`config.mk`:
```
export PLATFORM = sky130hd
export DESIGN_NAME = portable_path_name_checker_unit
export DESIGN_NICKNAME = d
export VERILOG_FILES = /design/src/hw/rtl/ppnc_pkg.sv /design/src/hw/rtl/portable_path_name_checker_unit.sv /design/src/hw/rtl/ppnc_step.sv
export SDC_FILE = /design/constraint.sdc
export NUM_CORES = 1
export LEC_CHECK = 0
export ABC_AREA = 1
export BUFFER_PORTS_ARGS = -buffer_cell sky130_fd_sc_hd__buf_2
export CAP_MARGIN = 20
export CORE_MARGIN = 2
export CORE_UTILIZATION = 45
export DETAILED_ROUTE_END_ITERATION = 8
export PLACE_DENSITY_LB_ADDON = 0.25
export SLEW_MARGIN = 15
export SYNTH_ARGS = -nofsm -noshare
export SYNTH_HDL_FRONTEND = slang
export SYNTH_SLANG_ARGS = --single-unit
export TNS_END_PERCENT = 5
```
`constraint.sdc`:
```
create_clock -name clk -period 3.6 [get_ports clk]
set_input_delay 0.36 -clock clk [delete_from_list [all_inputs] [get_ports clk]]
set_output_delay 0.36 -clock clk [all_outputs]
set_load 0.02 [all_outputs]
```
`src/hw/rtl/ppnc_pkg.sv`:
```
// ----------------------------------------------------------------------------
// ppnc_pkg
// Types, constants and per-byte helper functions shared by the portable
// path name checker and its step logic.
// ----------------------------------------------------------------------------
package ppnc_pkg;

    // configuration register indexes
    localparam logic [1:0] REG_MAX_NAME_BYTES = 2'd0;
    localparam logic [1:0] REG_MAX_SEGMENTS   = 2'd1;
    localparam logic [1:0] REG_MAX_ROOT_BYTES = 2'd2;

    localparam logic [15:0] MAX_NAME_BYTES_RST = 16'd4096;
    localparam logic [7:0]  MAX_SEGMENTS_RST   = 8'd64;
    localparam logic [7:0]  MAX_ROOT_BYTES_RST = 8'd64;

    localparam logic [7:0] CHAR_SLASH  = 8'h2F;
    localparam logic [7:0] CHAR_BSLASH = 8'h5C;
    localparam logic [7:0] CHAR_DOT    = 8'h2E;
    localparam logic [7:0] CHAR_SPACE  = 8'h20;
    localparam logic [7:0] CHAR_MIN    = 8'h20;
    localparam logic [7:0] CHAR_MAX    = 8'h7E;
    localparam logic [7:0] CASE_BIT    = 8'h20;
    localparam logic [7:0] CHAR_ONE    = 8'h31;
    localparam logic [7:0] CHAR_NINE   = 8'h39;

    // lower-case stems, first byte in the low bits
    localparam logic [23:0] STEM_CON = 24'h6E6F63;
    localparam logic [23:0] STEM_PRN = 24'h6E7270;
    localparam logic [23:0] STEM_AUX = 24'h787561;
    localparam logic [23:0] STEM_NUL = 24'h6C756E;
    localparam logic [23:0] STEM_COM = 24'h6D6F63;
    localparam logic [23:0] STEM_LPT = 24'h74706C;

    localparam logic [2:0] SEG_LEN_SAT  = 3'd7;
    localparam logic [2:0] STEM_LEN_SAT = 3'd5;
    localparam logic [2:0] STEM_BYTES   = 3'd4;

    typedef struct packed {
        logic        root_mode;
        logic        has_char;
        logic [7:0]  char_code;
        logic        last;
    } item_t;

    typedef struct packed {
        logic [15:0] max_name_bytes;
        logic [7:0]  max_segments;
        logic [7:0]  max_root_bytes;
    } cfg_t;

    typedef struct packed {
        logic [15:0] byte_count;
        logic [7:0]  seg_count;
        logic [2:0]  seg_len;
        logic        seg_all_dots;
        logic [7:0]  prev_char;
        logic [31:0] stem_chars;
        logic [2:0]  stem_len;
        logic        stem_closed;
        logic        failed;
        logic        mode_root;
    } name_state_t;

    function automatic name_state_t clear_segment(name_state_t s);
        name_state_t r;
        r              = s;
        r.seg_len      = '0;
        r.seg_all_dots = 1'b1;
        r.stem_chars   = '0;
        r.stem_len     = '0;
        r.stem_closed  = 1'b0;
        return r;
    endfunction

    function automatic name_state_t clear_name();
        name_state_t r;
        r            = '0;
        r.byte_count = '0;
        r            = clear_segment(r);
        return r;
    endfunction

    function automatic logic token_char(logic [7:0] c);
        logic ok;
        ok = (c >= 8'h61 && c <= 8'h7A) || (c >= 8'h41 && c <= 8'h5A) ||
             (c >= 8'h30 && c <= 8'h39) || c == 8'h5F || c == 8'h2D ||
             c == CHAR_DOT || c == CHAR_SPACE || c == 8'h28 || c == 8'h29;
        return ok;
    endfunction

    function automatic logic device_stem(name_state_t s);
        logic [23:0] w;
        logic [7:0]  d;
        logic        hit;
        w   = s.stem_chars[23:0];
        d   = s.stem_chars[31:24];
        hit = 1'b0;
        if (s.stem_len == 3'd3)
            hit = w == STEM_CON || w == STEM_PRN || w == STEM_AUX || w == STEM_NUL;
        else if (s.stem_len == 3'd4)
            hit = (w == STEM_COM || w == STEM_LPT) && d >= CHAR_ONE && d <= CHAR_NINE;
        return hit;
    endfunction

    function automatic name_state_t take_char(name_state_t s, logic [7:0] c);
        name_state_t r;
        r = s;
        if (!token_char(c))
            r.failed = 1'b1;
        if (c != CHAR_DOT)
            r.seg_all_dots = 1'b0;
        if (s.seg_len != SEG_LEN_SAT)
            r.seg_len = s.seg_len + 3'd1;
        if (c == CHAR_DOT)
        begin
            r.stem_closed = 1'b1;
        end
        else if (!s.stem_closed)
        begin
            if (s.stem_len < STEM_BYTES)
                r.stem_chars[{s.stem_len[1:0], 3'b000} +: 8] = c | CASE_BIT;
            if (s.stem_len != STEM_LEN_SAT)
                r.stem_len = s.stem_len + 3'd1;
        end
        r.prev_char = c;
        return r;
    endfunction

    function automatic name_state_t close_segment(name_state_t s, logic [7:0] max_seg);
        name_state_t r;
        r = s;
        if (s.seg_len == 3'd0)
            r.failed = 1'b1;
        if (s.seg_all_dots && s.seg_len <= 3'd2)
            r.failed = 1'b1;
        if (s.prev_char == CHAR_DOT || s.prev_char == CHAR_SPACE)
            r.failed = 1'b1;
        if (device_stem(s))
            r.failed = 1'b1;
        if (s.seg_count >= max_seg)
            r.failed = 1'b1;
        else
            r.seg_count = s.seg_count + 8'd1;
        return clear_segment(r);
    endfunction

endpackage

```
`src/hw/rtl/portable_path_name_checker_unit.sv`:
```
// ----------------------------------------------------------------------------
// portable_path_name_checker_unit
// Streams a name one byte per item and returns a safe/unsafe verdict.
// ----------------------------------------------------------------------------
// Usage:
//   Input channel (in_valid/in_ready) carries root_mode, has_char, char_code
//   and last. Every item is one byte of the name, or a bare end marker when
//   has_char is low. Only an item with last high produces a result.
//   Output channel (out_valid/out_ready) carries name_safe, one per name.
//   Accepted items land in an input register; the step logic then updates the
//   per-name state and, for a last item, loads the result register.
//   Throughput: one item per cycle while no last item waits behind a held verdict.
//   When the receiver stalls, the verdict holds in the result register and
//   byte items keep flowing; a second last item waits in the input register
//   and in_ready drops until the result is taken.
//   Reset clears all per-name state and loads the limit registers with
//   4096, 64 and 64. cfg_we writes the register selected by cfg_index at the
//   clock edge; indexes beyond the list are ignored.
// ----------------------------------------------------------------------------
module portable_path_name_checker_unit (
    input  logic        clk,
    input  logic        rst_n,
    input  logic        cfg_we,
    input  logic [1:0]  cfg_index,
    input  logic [15:0] cfg_data,
    input  logic        in_valid,
    output logic        in_ready,
    input  logic        root_mode,
    input  logic        has_char,
    input  logic [7:0]  char_code,
    input  logic        last,
    output logic        out_valid,
    input  logic        out_ready,
    output logic        name_safe
);
    import ppnc_pkg::*;

    cfg_t        cfg_reg;
    item_t       item_reg;
    logic        in_valid_reg;
    name_state_t state_reg;
    name_state_t state_next;
    logic        out_valid_reg;
    logic        name_safe_reg;
    logic        safe_next;
    logic        out_free;
    logic        step_fire;

    assign out_free  = !out_valid_reg || out_ready;
    assign step_fire = in_valid_reg && (!item_reg.last || out_free);
    assign in_ready  = !in_valid_reg || step_fire;

    assign out_valid = out_valid_reg;
    assign name_safe = name_safe_reg;

    ppnc_step u_step (
        .state_cur (state_reg),
        .item      (item_reg),
        .cfg       (cfg_reg),
        .state_nxt (state_next),
        .safe      (safe_next)
    );

    always_ff @(posedge clk or negedge rst_n)
    begin
        if (!rst_n)
        begin
            cfg_reg.max_name_bytes <= MAX_NAME_BYTES_RST;
            cfg_reg.max_segments   <= MAX_SEGMENTS_RST;
            cfg_reg.max_root_bytes <= MAX_ROOT_BYTES_RST;
        end
        else if (cfg_we)
        begin
            unique case (cfg_index)
                REG_MAX_NAME_BYTES: cfg_reg.max_name_bytes <= cfg_data;
                REG_MAX_SEGMENTS:   cfg_reg.max_segments   <= cfg_data[7:0];
                REG_MAX_ROOT_BYTES: cfg_reg.max_root_bytes <= cfg_data[7:0];
                default: ;
            endcase
        end
    end

    always_ff @(posedge clk or negedge rst_n)
    begin
        if (!rst_n)
        begin
            in_valid_reg  <= 1'b0;
            out_valid_reg <= 1'b0;
            state_reg     <= clear_name();
        end
        else
        begin
            if (in_ready)
                in_valid_reg <= in_valid;
            if (step_fire)
                state_reg <= state_next;
            if (step_fire && item_reg.last)
                out_valid_reg <= 1'b1;
            else if (out_ready)
                out_valid_reg <= 1'b0;
        end
    end

    // payload registers
    always_ff @(posedge clk)
    begin
        if (in_valid && in_ready)
        begin
            item_reg.root_mode <= root_mode;
            item_reg.has_char  <= has_char;
            item_reg.char_code <= char_code;
            item_reg.last      <= last;
        end
        if (step_fire && item_reg.last)
            name_safe_reg <= safe_next;
    end

    // a verdict only comes from a processed end-of-name item
    a_rose_from_last: assert property (@(posedge clk) disable iff (!rst_n)
        $rose(out_valid_reg) |-> $past(step_fire && item_reg.last))
        else $error("verdict without end-of-name item");

    // per-name state is cleared after every verdict
    a_clear_after_last: assert property (@(posedge clk) disable iff (!rst_n)
        (step_fire && item_reg.last) |=>
            (state_reg.byte_count == 16'd0 && state_reg.seg_count == 8'd0 &&
             !state_reg.failed && state_reg.stem_len == 3'd0))
        else $error("name state not cleared after verdict");

    // input side only stalls behind a held verdict
    a_stall_cause: assert property (@(posedge clk) disable iff (!rst_n)
        !in_ready |-> (in_valid_reg && item_reg.last && out_valid_reg && !out_ready))
        else $error("input stalled without pending verdict");

    a_stem_len_sat: assert property (@(posedge clk) disable iff (!rst_n)
        state_reg.stem_len <= STEM_LEN_SAT)
        else $error("stem length beyond saturation");

endmodule

```
`src/hw/rtl/ppnc_step.sv`:
```
// ----------------------------------------------------------------------------
// ppnc_step
// Next-state and verdict logic for one byte item of a name.
// ----------------------------------------------------------------------------
module ppnc_step (
    input  ppnc_pkg::name_state_t state_cur,
    input  ppnc_pkg::item_t       item,
    input  ppnc_pkg::cfg_t        cfg,
    output ppnc_pkg::name_state_t state_nxt,
    output logic                  safe
);
    import ppnc_pkg::*;

    name_state_t t;
    name_state_t t_closed;
    logic        mode;
    logic [7:0]  c;

    assign c = item.char_code;

    always_comb
    begin
        // mode follows the input until the first byte of a name is taken
        mode        = (state_cur.byte_count == 16'd0) ? item.root_mode : state_cur.mode_root;
        t           = state_cur;
        t.mode_root = mode;
        if (item.has_char)
        begin
            if (!mode)
            begin
                if (state_cur.byte_count == 16'd0 && (c == CHAR_SLASH || c == CHAR_BSLASH))
                    t.failed = 1'b1;
                if (c < CHAR_MIN || c > CHAR_MAX || c == CHAR_BSLASH)
                    t.failed = 1'b1;
            end
            if (!mode && c == CHAR_SLASH)
            begin
                t           = close_segment(t, cfg.max_segments);
                t.prev_char = c;
            end
            else
            begin
                t = take_char(t, c);
            end
            if (state_cur.byte_count != 16'hFFFF)
                t.byte_count = state_cur.byte_count + 16'd1;
        end

        t_closed = close_segment(t, cfg.max_segments);
        if (mode)
            safe = !t.failed && t.byte_count != 16'd0 &&
                   t.byte_count <= {8'd0, cfg.max_root_bytes} && !device_stem(t);
        else
            safe = !t_closed.failed && t.byte_count != 16'd0 &&
                   t.byte_count <= cfg.max_name_bytes;

        state_nxt = item.last ? clear_name() : t;
    end

endmodule
```
# Word-level counts from Yosys, hierarchy flattened
# Cells that the tools add are included.
[classes] shifts=2 n_eq_ne=34 n_reduce_logical=62 addsub=5 n_mux=38 n_lt_le_gt_ge=19
[ops] operator="equality test 24 x 23 -> 1 bit, second input constant" n=12
[ops] operator="two-way mux 74 bit" n=2
[ops] operator="equality test 8 x 6 -> 1 bit, second input constant" n=10
[ops] operator="two-way mux 35 bit" n=2
[ops] operator="two-way mux 58 bit" n=1
[ops] operator="bitwise mux 32 bit" n=1
[ops] operator="two-way mux 32 bit" n=1
[ops] operator="variable shift 8 x 7 -> 32 bit, first input constant" n=1
[ops] operator="variable part select 8 x 7 -> 32 bit" n=1
[ops] operator="two-way mux 1 bit" n=27
[ops] operator=">= comparator 8 x 6 -> 1 bit, second input constant" n=3
[ops] operator="less-or-equal comparator 8 x 6 -> 1 bit, second input constant" n=3
[ops] operator="logical OR 1 bit" n=24
[ops] operator="logical AND 1 bit" n=19
[ops] operator="adder 16 x 1 -> 16 bit, second input constant" n=1
[ops] operator="equality test 8 x 7 -> 1 bit, second input constant" n=2
[ops] operator=">= comparator 8 x 7 -> 1 bit, second input constant" n=2
[ops] operator=">= comparator 8 bit" n=2
[ops] operator="less-or-equal comparator 16 bit" n=1
[ops] operator="less-or-equal comparator 16 x 8 -> 1 bit" n=1
[ops] operator="less-or-equal comparator 8 x 7 -> 1 bit, second input constant" n=2
[ops] operator="logical NOT 16 bit" n=1
[ops] operator="two-way mux 16 bit" n=1
[ops] operator="inequality test 16 bit, second input constant" n=1
[ops] operator="23 further kinds" n=39
[word_totals] output_inout_bits=3 wordCells=180 register_bits=120 in_bits=34

# Depth between registers and ports, before layout
[logic_depth] word_depth=25 depth_mapped=26 mapped_depth_nobuf=26

# Cells and area by module
# Synthesis repeated with hierarchy kept, for this count alone.
[hier_totals] hier_cells=1377 area_unflattened_um2=9236.4
[by_module_without_submodules] mod="ppnc_step" instances=1 seq_area_each_um2=0.0 cells_per_inst=909 area_per_inst_um2=4640.7
[by_module_without_submodules] mod="portable_path_name_checker_unit" instances=1 seq_area_each_um2=3067.9 cells_per_inst=468 area_per_inst_um2=4595.7

# Worst setup path after synthesis
# OpenSTA, ideal clock, no wires.
[synth_timing] path_type="register to register" start="reg state_reg[58] (netlist bit)" end="reg name_safe_reg (netlist: name_safe) (data pin)" arrival_time_ns=2.899 n_path_buf=0 setup_time_ns=0.146 slack_ns=0.555 synth_period_minus_slack_ns=3.045 stages_incl_launch_ff=24 required_ns=3.454 cell_sequence="dfrtp_1 -> inv_1 -> ha_1 -> nand3_1 -> nor2_1 -> nand3b_1 -> nand2_2 -> nand3_4 -> nor2_4 -> nand4_1 -> nand3b_1 -> xor2_1 -> inv_1 -> ha_1 -> a21o_1 -> a31oi_1 -> nand2_1 -> nor2_1 -> nand2_1 -> nand2_1 -> nand3_1 -> nor2_1 -> nand2_1 -> a21oi_1"
[synth_between] elab_chain_cells=21 word_cells_on_any_way=59 classes_between="add/sub (1); order compare (6); eq/ne (9); mux (22); reduce/logical (21)"
[synth_lines] item="start, declared" line="portable_path_name_checker_unit.sv:41" rtl="name_state_t state_reg;"
[synth_lines] item="start signal, assigned" line="portable_path_name_checker_unit.sv:89" rtl="state_reg <= clear_name();"
[synth_lines] item="start signal, assigned" line="portable_path_name_checker_unit.sv:96" rtl="state_reg <= state_next;"
[synth_lines] item="logical NOT 16 bit" line="ppnc_step.sv:24, ppnc_step.sv:31"
[synth_lines] item="logical AND 1 bit" line="ppnc_step.sv:31" rtl="if (state_cur.byte_count == 16'd0 && (c == CHAR_SLASH || c == CHAR_BSLASH))"
[synth_lines] item="two-way mux 1 bit" line="ppnc_step.sv:31"
[synth_lines] item="two-way mux 1 bit" line="ppnc_step.sv:33" rtl="if (c < CHAR_MIN || c > CHAR_MAX || c == CHAR_BSLASH)"
[synth_lines] item="two-way mux 1 bit" line="ppnc_step.sv:29" rtl="if (!mode)"
[synth_lines] item="two-way mux 1 bit" line="ppnc_pkg.sv:133" rtl="if (s.seg_len == 3'd0)"
[synth_lines] item="two-way mux 1 bit" line="ppnc_pkg.sv:135" rtl="if (s.seg_all_dots && s.seg_len <= 3'd2)"
[synth_lines] item="two-way mux 1 bit" line="ppnc_pkg.sv:137" rtl="if (s.prev_char == CHAR_DOT || s.prev_char == CHAR_SPACE)"
[synth_lines] item="[... 5 more ...]"
[synth_lines] item="two-way mux 1 bit" line="ppnc_pkg.sv:135"
[synth_lines] item="two-way mux 1 bit" line="ppnc_pkg.sv:137"
[synth_lines] item="two-way mux 1 bit" line="ppnc_pkg.sv:139" rtl="if (device_stem(s))"
[synth_lines] item="two-way mux 1 bit" line="ppnc_pkg.sv:141" rtl="if (s.seg_count >= max_seg)"
[synth_lines] item="logical NOT 1 bit" line="ppnc_step.sv:54" rtl="safe = !t_closed.failed && t.byte_count != 16'd0 &&"
[synth_lines] item="logical AND 1 bit (2 in series)" line="ppnc_step.sv:54"
[synth_lines] item="two-way mux 1 bit *" line="ppnc_step.sv:50" rtl="if (mode)"
[synth_lines] item="net safe_next" line="portable_path_name_checker_unit.sv:45" rtl="logic safe_next;"
[synth_lines] item="end signal, assigned" line="portable_path_name_checker_unit.sv:115" rtl="name_safe_reg <= safe_next;"
[synth_lines] item="end, declared" line="portable_path_name_checker_unit.sv:44" rtl="logic name_safe_reg;"
# Mark *: on every way through the listed nets, which the timed path passes. The rest lies on a longest branch. The select of a mux whose other input is x is not followed.
# A chain may end at the register's enable or synchronous reset.

# Worst setup path after layout
[layout_timing] start="reg cfg_reg[14] (netlist bit)" end="reg name_safe_reg (netlist: name_safe) (data pin)"
[layout_between] elab_chain_cells=13 word_cells_on_any_way=19 classes_between="order compare (2); mux (10); reduce/logical (7)"
[layout_lines] item="start, declared" line="portable_path_name_checker_unit.sv:38" rtl="cfg_t cfg_reg;"
[layout_lines] item="branches (longest 12 deep; another with >= comparator 8 bit)"
[layout_lines] item="two-way mux 1 bit *" line="ppnc_step.sv:50"
[layout_lines] item="net safe_next" line="portable_path_name_checker_unit.sv:45"
# Mark *: on every way through the listed nets, which the timed path passes. The select of a mux whose other input is x is not followed.

==> out/qor.txt <==
Logic pwr share: 28.7%
die area: 0.02092 mm^2
FF+latch count, synth: 120
Reg clk slew, reported paths: 0.06 ns
switching share of total power: 34.67%
Synth area leaders: dfrtp_1, nand2_1, ha_1
final core area utilization: 52.41%
H-tree Lvls: 4
Power per Cell Area: 477.6 mW/mm^2
share of synthesized registers carrying an async set or reset: 90.00%
max_slew headroom: 41.66%
YS warnings: 0
Yosys cell types: 47
Syn Inst Count: 1306
Detail Route Antenna Nets: 0
EDFF count, synth: 12
die height: 144.6 um
commonest non-fill, non-tap cell in the layout: nand2_1
Num CTS Buffers: 17
Startpoint Class: flop
max reg flops: 74
CP max FO: 7
Post-Syn Area: 0.008900 mm^2
Post-DP HPWL: 17560 um
RSZ-0062 raised after global routing: yes
fraction of layout cells with a size suffix above 1: 12.37%
cell row count: 51
Finish-stage setup viols: 0
most frequent cells in the layout: nand2_1, inv_1, nor2_1
Core ar.: 0.01946 mm^2
DR vias: 8657
Yosys top cell by area: dfrtp_1
CP Capture Type: flop
clock buffer depth: 2
Port Buffers: 36
Antenna diodes: 0
Placer Congestion: 0.9983
Fillers: 1911
CTS tree: yes
final hold vios: 0
DRC Markers: 0
drt first-iter violations: 775
number of max-cap violations: 0
critical path class: flop to flop
Tightest Pin Transition: 0.8750 ns
Clock Skew: 0.007689 ns
Synth top area share: 29.24%
io pins: 37
CP required: 3.87 ns
vias in the first global route: 8092
Placed Cells incl. Taps: 1586
status: complete, no violations
power share of the sequential group: 34.1%
worst hold path type: primary input to async pin
LEAKAGE: 5.092 nW
gr usage total: 24.18%
maximum clock rate: 0.2935 GHz
sequential element share of the synthesized area: 34.47%
Pre-Repair DR Iteration Count: 6
Internal: 3.182 mW
switching pwr: 1.689 mW
post-route clock period utilization: 94.65%
clock network fraction of total power: 37.2%
VDD IR max: 0.3326 mV
GRT overflow: 0
largest net degree at the start of global routing: 66
max-slew violation count: 0
Synth Flop Type: dfrtp_1
WP data arrival: 3.68 ns
initial antenna violation count: 0
synthesized net count: 1393
final net count: 1432
Hold Worst Slack: 0.03985 ns
Initial Utilization: 45.73%
Finished Layout Cells: 1623
CTS Sinks: 120
final wirelength: 24190 um
WL/cell: 14.91 um
Area growth syn-to-layout: 14.61%
Die W: 144.6 um
syn_area_per_cell: 6.815 um^2
Final min period: 3.407 ns
clk_lat worst skew: 0.42 ns
first-pass GRT wire length: 40110 um
Root Buffer: clkbuf_16
Vias/cell: 5.334
metrics by stage:
stage          setup TNS (ns)  power [mW]  worst slack [ns]  cell area, um^2
2_1_floorplan               0       2.636            0.5548             8900
3_3_place_gp                0       2.984            0.2436             9404
3_5_place_dp                0       3.000           0.09226             9404
4_1_cts                     0       4.820           0.04344            10020
5_1_grt              -0.04286       5.168          -0.04286            10200
6_report                    0       4.871            0.1926            10200
routing by layer:
layer  GRT usage, %  part of all wire (%)
met1          34.53                    48
met3          4.238                   5.9
met4          7.307                   2.0
met2          37.52                    44
met5              0                     0
repair_timing:
| action | CTS | global route |
|---|---|---|
| setup endpoints to repair | 0 | 1 |
| buffers inserted | 0 | 4 |
| hold endpoints to repair | 0 | 0 |
| hold buffers | 0 | 0 |
| resized for setup | 0 | 32 |
cells by family (layout without fill, tap and decap cells):
family	after synthesis	count (layout)	synth area share (%)
and+or+nand+nor	697	697	34.56
adders and majority gates	53	53	7.451
AOI/OAI and AO/OA	189	189	11.81
DFF	120	120	34.47
buffers and inverters	231	283	10.14
xor gates and xnor gates	16	16	1.575
worst paths after layout:
check / startpoint / slack [ns] / endpoint / depth (start not counted)
worst max-delay path: cfg_reg[14] / 0.19 / name_safe / 22
worst min-delay path: rst_n / 0.04 / cfg_reg[11] / 1
worst max register to register: cfg_reg[14] / 0.19 / name_safe / 22
worst min register to register: cfg_reg[28] / 0.49 / cfg_reg[28] / 2
max in group asynchronous: rst_n / 2.73 / state_reg[46] / 2
min in group clk: root_mode / 0.11 / item_reg[10] / 1
critical path, stage by stage (launching register included):
cell      delay, ns
dfstp_2        0.53
inv_2          0.05
ha_4           0.20
nand2_1        0.05
nor2_1         0.05
a211oi_2       0.22
nand3_2        0.14
nor2_4         0.22
nand4_1        0.16
nand3b_1       0.20
xor2_1         0.19
inv_1          0.07
ha_2           0.16
a21o_1         0.15
a31oi_1        0.15
nand2_1        0.08
nor2_2         0.09
nand2_1        0.05
nand2_1        0.07
nand3_2        0.06
nor2_2         0.14
nand2_1        0.08
a21oi_2        0.12
power groups by stage:
stage / Sequential (mW) / Clock [mW] / Combinational (mW)
global placement: 1.67 / 0 / 1.31
finish: 1.66 / 1.81 / 1.40
CTS: 1.65 / 1.83 / 1.34
floorplan: 1.64 / 0 / 0.994
detailed placement: 1.68 / 0 / 1.32
global route: 1.68 / 1.89 / 1.60
final cells by class:
class / count / area [um^2] / share of cell area (%)
clock buffer: 19 / 442.9 / 4.342
sequential: 120 / 3069 / 30.09
multi-input combinational: 955 / 5064 / 49.64
timing repair buffer: 62 / 406.6 / 3.987
tap: 265 / 331.6 / 3.251
inverter: 189 / 709.4 / 6.955
clock inverter: 13 / 176.4 / 1.730
Yosys cell counts, types with 2 or more instances:
cell type / number
buf_6: 3
o21ai_1: 3
nor3_1: 20
inv_2: 6
nand2_1: 382
nand3b_1: 6
nor2_2: 10
nor2_4: 2
clkinv_1: 7
o22ai_1: 57
nand3_2: 12
nor2_1: 123
dfstp_2: 4
xor2_1: 15
edfxtp_1: 12
inv_1: 176
nand3_4: 2
nand3_1: 83
clkbuf_1: 25
buf_2: 7
buf_1: 6
nor3_2: 2
nand2_2: 8
nand4_1: 39
dfrtp_1: 104
o21ai_0: 80
ha_1: 53
nor4_1: 3
a21oi_1: 37
o21bai_1: 2
(Power assumes the default switching activity.)
